### src/sv/pcc_pkg.sv
`default_nettype none
package pcc_pkg;

    // Fixed widths of the channel fields.
    localparam int IN_COORD_W = 12;
    localparam int SCORE_W    = 15;
    localparam int STATUS_W   = 2;
    localparam int CFG_IDX_W  = 2;
    localparam int CFG_DATA_W = 1;

    // Score search runs over 0 .. SEARCH_HI, doubled scale for half-step rounding.
    localparam int SRCH_W    = 14;
    localparam int SEARCH_HI = 10000;
    localparam int SCALE2    = 20000;
    // Square of the largest odd search value fits in this many bits.
    localparam int ODD2_W    = 30;

    localparam logic [STATUS_W-1:0] STATUS_OK    = 2'd0;
    localparam logic [STATUS_W-1:0] STATUS_EMPTY = 2'd1;
    localparam logic [STATUS_W-1:0] STATUS_FLAT  = 2'd2;

    localparam logic [CFG_IDX_W-1:0] REG_SKIP_ORIGIN = 2'd0;
    localparam logic [CFG_IDX_W-1:0] REG_SINGLE_AXIS = 2'd1;

    // Multiplier jobs, in the order one axis runs them.
    typedef enum logic [3:0] {
        OP_N_SQM,
        OP_SM_SM,
        OP_N_SQR,
        OP_SR_SR,
        OP_N_CROSS,
        OP_SM_SR,
        OP_D1_D2,
        OP_K_MAG,
        OP_T_T,
        OP_ODD_ODD,
        OP_ODD2_PROD
    } op_t;

    typedef struct packed {
        logic                acc;
        logic                start;
        op_t                 op;
        logic                ax;
        logic                search_init;
        logic                save_x;
        logic                load_out;
        logic                clear;
        logic [STATUS_W-1:0] res_status;
    } pcc_cmd_t;

    typedef struct packed {
        logic mul_done;
        logic count_zero;
        logic var_zero;
        logic search_open;
        logic single;
    } pcc_sts_t;

endpackage
`default_nettype wire

### src/sv/pcc_control.sv
`default_nettype none
module pcc_control import pcc_pkg::*; (
    input  wire logic     clk,
    input  wire logic     rst_n,
    input  wire logic     in_valid,
    input  wire logic     in_last,
    output logic          in_ready,
    output logic          out_valid,
    input  wire logic     out_ready,
    input  wire pcc_sts_t sts,
    output pcc_cmd_t      cmd
);

    typedef enum logic [3:0] {
        S_IDLE,
        S_DRAIN,
        S_CHECK,
        S_START,
        S_WAIT,
        S_VCHK,
        S_SCHK,
        S_AXDONE,
        S_FIN
    } state_t;

    state_t              state_reg;
    op_t                 op_reg;
    logic                ax_reg;
    logic                out_valid_reg;
    logic [STATUS_W-1:0] res_status_reg;

    assign in_ready  = (state_reg == S_IDLE);
    assign out_valid = out_valid_reg;

    always_comb
    begin
        cmd             = '0;
        cmd.op          = op_reg;
        cmd.ax          = ax_reg;
        cmd.res_status  = res_status_reg;
        cmd.acc         = in_valid && (state_reg == S_IDLE);
        cmd.start       = (state_reg == S_START);
        cmd.search_init = (state_reg == S_WAIT) && sts.mul_done && (op_reg == OP_T_T);
        cmd.save_x      = (state_reg == S_AXDONE) && !ax_reg;
        cmd.load_out    = (state_reg == S_FIN) && !out_valid_reg;
        cmd.clear       = cmd.load_out;
    end

    always_ff @(posedge clk or negedge rst_n)
    begin
        if (!rst_n)
        begin
            state_reg      <= S_IDLE;
            op_reg         <= OP_N_SQM;
            ax_reg         <= 1'b0;
            out_valid_reg  <= 1'b0;
            res_status_reg <= STATUS_OK;
        end
        else
        begin
            if (out_valid_reg && out_ready)
                out_valid_reg <= 1'b0;

            unique case (state_reg)
                S_IDLE:
                begin
                    if (in_valid && in_last)
                        state_reg <= S_DRAIN;
                end
                S_DRAIN:
                    state_reg <= S_CHECK;
                S_CHECK:
                begin
                    if (sts.count_zero)
                    begin
                        res_status_reg <= STATUS_EMPTY;
                        state_reg      <= S_FIN;
                    end
                    else
                    begin
                        ax_reg    <= 1'b0;
                        op_reg    <= OP_N_SQM;
                        state_reg <= S_START;
                    end
                end
                S_START:
                    state_reg <= S_WAIT;
                S_WAIT:
                begin
                    if (sts.mul_done)
                    begin
                        case (op_reg) inside
                            OP_SR_SR:             state_reg <= S_VCHK;
                            OP_T_T, OP_ODD2_PROD: state_reg <= S_SCHK;
                            default:
                            begin
                                op_reg    <= op_t'(op_reg + 1'b1);
                                state_reg <= S_START;
                            end
                        endcase
                    end
                end
                S_VCHK:
                begin
                    if (sts.var_zero)
                    begin
                        res_status_reg <= STATUS_FLAT;
                        state_reg      <= S_FIN;
                    end
                    else
                    begin
                        op_reg    <= OP_N_CROSS;
                        state_reg <= S_START;
                    end
                end
                S_SCHK:
                begin
                    if (sts.search_open)
                    begin
                        op_reg    <= OP_ODD_ODD;
                        state_reg <= S_START;
                    end
                    else
                        state_reg <= S_AXDONE;
                end
                S_AXDONE:
                begin
                    if (!ax_reg && !sts.single)
                    begin
                        ax_reg    <= 1'b1;
                        op_reg    <= OP_N_SQM;
                        state_reg <= S_START;
                    end
                    else
                    begin
                        res_status_reg <= STATUS_OK;
                        state_reg      <= S_FIN;
                    end
                end
                S_FIN:
                begin
                    if (!out_valid_reg)
                    begin
                        out_valid_reg <= 1'b1;
                        state_reg     <= S_IDLE;
                    end
                end
                default:
                    state_reg <= S_IDLE;
            endcase
        end
    end

endmodule
`default_nettype wire

### config.mk
export PLATFORM = sky130hd
export DESIGN_NAME = pcc_control
export DESIGN_NICKNAME = d
export VERILOG_FILES = /design/src/sv/pcc_pkg.sv /design/src/sv/pcc_control.sv
export SDC_FILE = /design/constraint.sdc
export NUM_CORES = 1
export LEC_CHECK = 0
export ABC_AREA = 1
export BUFFER_PORTS_ARGS = -buffer_cell sky130_fd_sc_hd__buf_4
export CORE_ASPECT_RATIO = 1.2
export CORE_MARGIN = 3
export CORE_UTILIZATION = 50
export DETAILED_ROUTE_END_ITERATION = 16
export PLACE_DENSITY = 0.81
export SYNTH_ARGS = -nofsm -noshare
export SYNTH_HDL_FRONTEND = slang
export SYNTH_SLANG_ARGS = --single-unit
### constraint.sdc
create_clock -name clk -period 1.6 [get_ports clk]
set_input_delay 0 -clock clk [delete_from_list [all_inputs] [get_ports clk]]
set_output_delay 0 -clock clk [all_outputs]
set_load 0.005 [all_outputs]
# After elaboration in Yosys (flattened, before gate mapping)
# Cells that the tools add are included.
[totals]
out_inout_bits = 15
word_cells = 77
ff_bits = 12
[op_classes]
n_addsub = 1
n_mux = 28
reduce_logical = 20
eq_ne = 23
[op_table]
columns = ["operator", "count"]
rows = [
  ["$mux W4", 13],
  ["$pmux W4 S9", 1],
  ["$ne A2 B2 Y1 const B", 10],
  ["$pmux W4 S5", 1],
  ["$eq A4 B3 Y1 const B", 4],
  ["$eq A4 B2 Y1 const B", 3],
  ["$eq A4 B4 Y1 const B", 3],
  ["$mux W3", 3],
  ["$logic_and A1 B1 Y1", 8],
  ["$reduce_and A8 Y1", 1],
  ["$mux W2", 3],
  ["$pmux W2 S3", 1],
  ["$reduce_and A3 Y1", 2],
  ["$mux W1", 5],
  ["$reduce_bool A5 Y1", 1],
  ["$add A4 B1 Y4 const B", 1],
  ["$eq A4 B1 Y1 const B", 1],
  ["$logic_not A4 Y1", 1],
  ["$ne A2 B1 Y1 const B", 2],
  ["$reduce_and A4 Y1", 1],
  ["$logic_not A1 Y1", 3],
  ["$reduce_bool A3 Y1", 1],
  ["$pmux W1 S2", 1],
  ["$reduce_bool A2 Y1", 1],
  ["$reduce_or A2 Y1", 1],
]

# Depth between registers and ports, before layout
[logic_depth]
depth_word = 6
depth_mapped = 10
mapped_depth_nobuf = 10

# Least setup slack after synthesis
# Ideal clock, no wire load.
[synth_path]
path_type = "register -> register"
start = "register op_reg[0]"
end = "register op_reg[1]"
path_buffers = 0
stages_incl_launch_ff = 11
setup_time_ns = 0.117
required_ns = 1.483
arrival_time_ns = 1.244
slack_ns = 0.239
period_less_slack_ns = 1.361
path_cell_list = "dfrtp_1 > inv_1 > ha_1 > nor2_1 > nor2_1 > nand2_1 > nand2_2 > nor2_2 > nand2_2 > nand2_1 > nand2_1"
[synth_between]
elab_chain_cells = 5
word_cells_on_any_way = 12
[synth_rtl]
columns = ["element", "line", "rtl"]
rows = [
  ["from (decl)", "pcc_control.sv:27", "op_t op_reg;"],
  ["from (signal assigned)", "pcc_control.sv:97", "op_reg <= op_t'(op_reg + 1'b1);"],
  ["$add A4 B1 Y4", "pcc_control.sv:97", ""],
  ["$mux W4 (2 in a row)", "pcc_control.sv:92", "case (op_reg) inside"],
  ["$mux W4", "pcc_control.sv:90", "if (sts.mul_done)"],
  ["$pmux W4 S5", "pcc_control.sv:64", "unique case (state_reg)"],
]
# Parallel ways exist; a longest one is shown, timed or not. The select of a mux whose other input is x is not followed.
# A chain may end at the register's enable or synchronous reset.

==> flow_metrics.tcl <==
set metrics [dict create \
    dp_hpwl_mm 1.75 \
    drtPass1Iterations 4 \
    syn-num-nets 144 \
    power_density_nw_per_um2 1330 \
    dpl_cell_area_um2 1070 \
    ys_top_cells_by_area "dfrtp_1 34%, nand2_1 18%, inv_1 7.7%" \
    wire_per_inst_um 12.0 \
    r2r_cells 8 \
    crit_path_max_fanout 6 \
    drive_gt1_share_pct 25.8 \
    max_freq_ghz 0.689 \
    worstMarginPinSlew_ps 457 \
    cts_buffers 3 \
    rows 15 \
    synth_top_area_share_pct 34.2 \
    slew_viol_final 0 \
    grt_start_max_net_pins 13 \
    io-pin-count 25 \
    skew_ps 8.83 \
    grt_usage_pct 20.8 \
    async_reset_ff_share_pct 100 \
    via_count 929 \
    grt_pass1_vias 860 \
    required_ps 1600 \
    synthDistinctLibCells 19 \
    maxCapViolations 0 \
    viasPerCell 5.28 \
    diodes 0 \
    worstHoldStart "sts[3]" \
    ys_seq_elements 12 \
    die_width_um 44.2 \
    grt_use_met3_pct 5.54 \
    relSlewSlack_pct 69.3 \
    post-route-period-util_pct 90.8 \
    synth_commonest_cells "43 x nand2_1, 18 x inv_1, 13 x nor2_1" \
    grt_overflow 0 \
    drtIter0Drc 35 \
    layout-area-overhead-vs-synth_pct 27.2 \
    yosysMostFrequentCell "nand2_1" \
    critPathTopFamily "simple AND/OR/NAND/NOR gates" \
    clkSinkCount 12 \
    start_util_pct 57.0 \
    crit_slowest_cell "dfrtp_1" \
    worst_hold_path.endpoint "res_status_reg[0]" \
    critPathLaunchType "flip-flop" \
    critical_path_buf_inv_count 1 \
    ys_warn_count 0 \
    critPathKind "flip-flop to primary output" \
    synth_xor_xnor_area_share_pct 0.999 \
    seq_area_um2 303 \
    drc 0 \
    fillerInstances 152 \
    die-height_um 51.9 \
    ys_seq_area_share_pct 34.2 \
    dieArea_um2 2290 \
    syn_area_per_cell_um2 6.70 \
    clkSlewWorstSetupHoldPaths_ps 70 \
    cts_root_buf "clkbuf_4" \
    synth_top_family_by_area "simple AND/OR/NAND/NOR gates" \
    synth_area_um2 877 \
    fin_area_um2 1120 \
    finalNetCount 174 \
    power.leakage_nw 0.629 \
    period_minus_slack_ps 1450 \
    status "completed" \
    synth_ff_type "dfrtp_1" \
    synth_adder_area_share_pct 4.28 \
    htreeDepth 1 \
    synth_mux_area_share_pct 0 \
    place.gp.congestion 0.885 \
    hold_viol_final 0 \
    vdd_ir_drop_max_uv 745 \
    antenna_left 0 \
    core_area_um2 1540 \
    gr-usage-met2_pct 38.6 \
    clock_latency_ps 280 \
    multi_input_area_um2 494 \
    crit_arrival_ps 1450 \
    wirelength_mm 2.12 \
    port_buffers 24 \
    cts_setup_buffers 0 \
    busiest_layer "met2" \
    cts_tree "done" \
    rsz0062_at_grt "false" \
    antenna_found_initial 0 \
    crit-reg2reg-launch "state_reg[3]" \
    max_stage_delay_ps 420 \
    synth-simple-area-share_pct 45.6 \
    setup_tns_ps 0 \
    synth_edf_count 0 \
    cp_cell_sequence "nor2_1 -> nand2_2 -> nor3_1 -> buf_4" \
    clock_path_buffers 2 \
    r2r_end "op_reg[3]" \
    synth_compound_area_share_pct 5.42 \
    endpoint_kind "primary output" \
    met1_usage_pct 23.4 \
    hold_depth 3 \
    grt_pass1_wl_mm 3.58 \
    hold_class "input pin to flip-flop" \
    rrSetupSlack_ps 160 \
    synth_top_area_cell "dfrtp_1" \
    setup_violations 0 \
    netlist_instances 131 \
]
## placed cells by master (no fill, tap or decap), types with 2 or more instances in the layout
master,netlist,final
nand2_1,43,43
buf_4,2,25
inv_1,18,18
nor2_1,13,13
nand3_1,10,10
dfrtp_1,12,10
o21ai_0,6,6
nor2_2,4,4
nand2_2,4,4
nand3b_1,3,3
nand4_1,3,3
ha_1,3,3
clkbuf_4,0,3
nor3_1,2,2
nor2_4,2,2
a21oi_1,2,2
dlygate4sd3_1,0,2
dfrtp_2,0,2
## metal layers
layer  wire (um)  vias up
met5           0        -
met1         843      417
li1            -      468
met4          17        0
met3         158        5
met2        1100       39
## repair_timing
item | 4_1_cts | 5_1_grt
hold endpoints to repair | 13 | 0
hold buffers | 2 | 0
endpoints found under the setup margin | 0 | 3
resized for setup | 0 | 2
## final cells by class
type	count	share of cell area [%]
clock buffer	3	2.02
timing repair buffer	27	18.6
multi-input combinational	99	44.3
sequential	12	27.1
tap	17	1.91
inverter	18	6.05
## worst max path at each step
stage | depth (start not counted) | endpoint | startpoint
6_report | 4 | cmd[5] | state_reg[0]
5_1_grt | 8 | op_reg[2] | state_reg[3]
4_1_cts | 10 | op_reg[2] | op_reg[0]
3_5_place_dp | 10 | op_reg[2] | op_reg[0]
3_3_place_gp | 10 | op_reg[2] | op_reg[0]
2_1_floorplan | 10 | op_reg[1] | op_reg[0]
## power breakdown
part	total, mW	leakage, nW	switching (mW)	internal [mW]
Clock	0.184	0.0138	0.0972	0.0873
Sequential	0.494	0.159	0.0990	0.395
Combinational	0.810	0.456	0.476	0.335
Total	1.49	0.629	0.672	0.817
## tightest hold or removal path, stage by stage
cell	delay, ps
buf_4	80
nand3_1	90
nand2_1	80
## stage by stage
| step | hold slack [ps] | worst slack, ps | std cells | util [%] | total power [mW] |
|---|---|---|---|---|---|
| CTS | 5.20 | 120 | 176 | 72.4 | 1.49 |
| global placement | -154 | 170 | 171 | 69.6 | 1.28 |
| finish | 15.5 | 148 | 176 | 72.5 | 1.49 |
| floorplan | -296 | 239 | 131 | - | 0.996 |
| global route | 48.4 | 28.7 | 176 | 72.5 | 1.62 |
| detailed placement | -149 | 135 | 171 | 69.6 | 1.30 |
## kinds of logic after synthesis
logic type | Yosys count
buffers and inverters | 20
adder cells (fa/ha/maj) | 3
AND/OR/NAND/NOR | 86
AO/OA/AOI/OAI | 9
flip-flops | 12
XOR/XNOR | 1
Power figures use the tool's default switching activity.
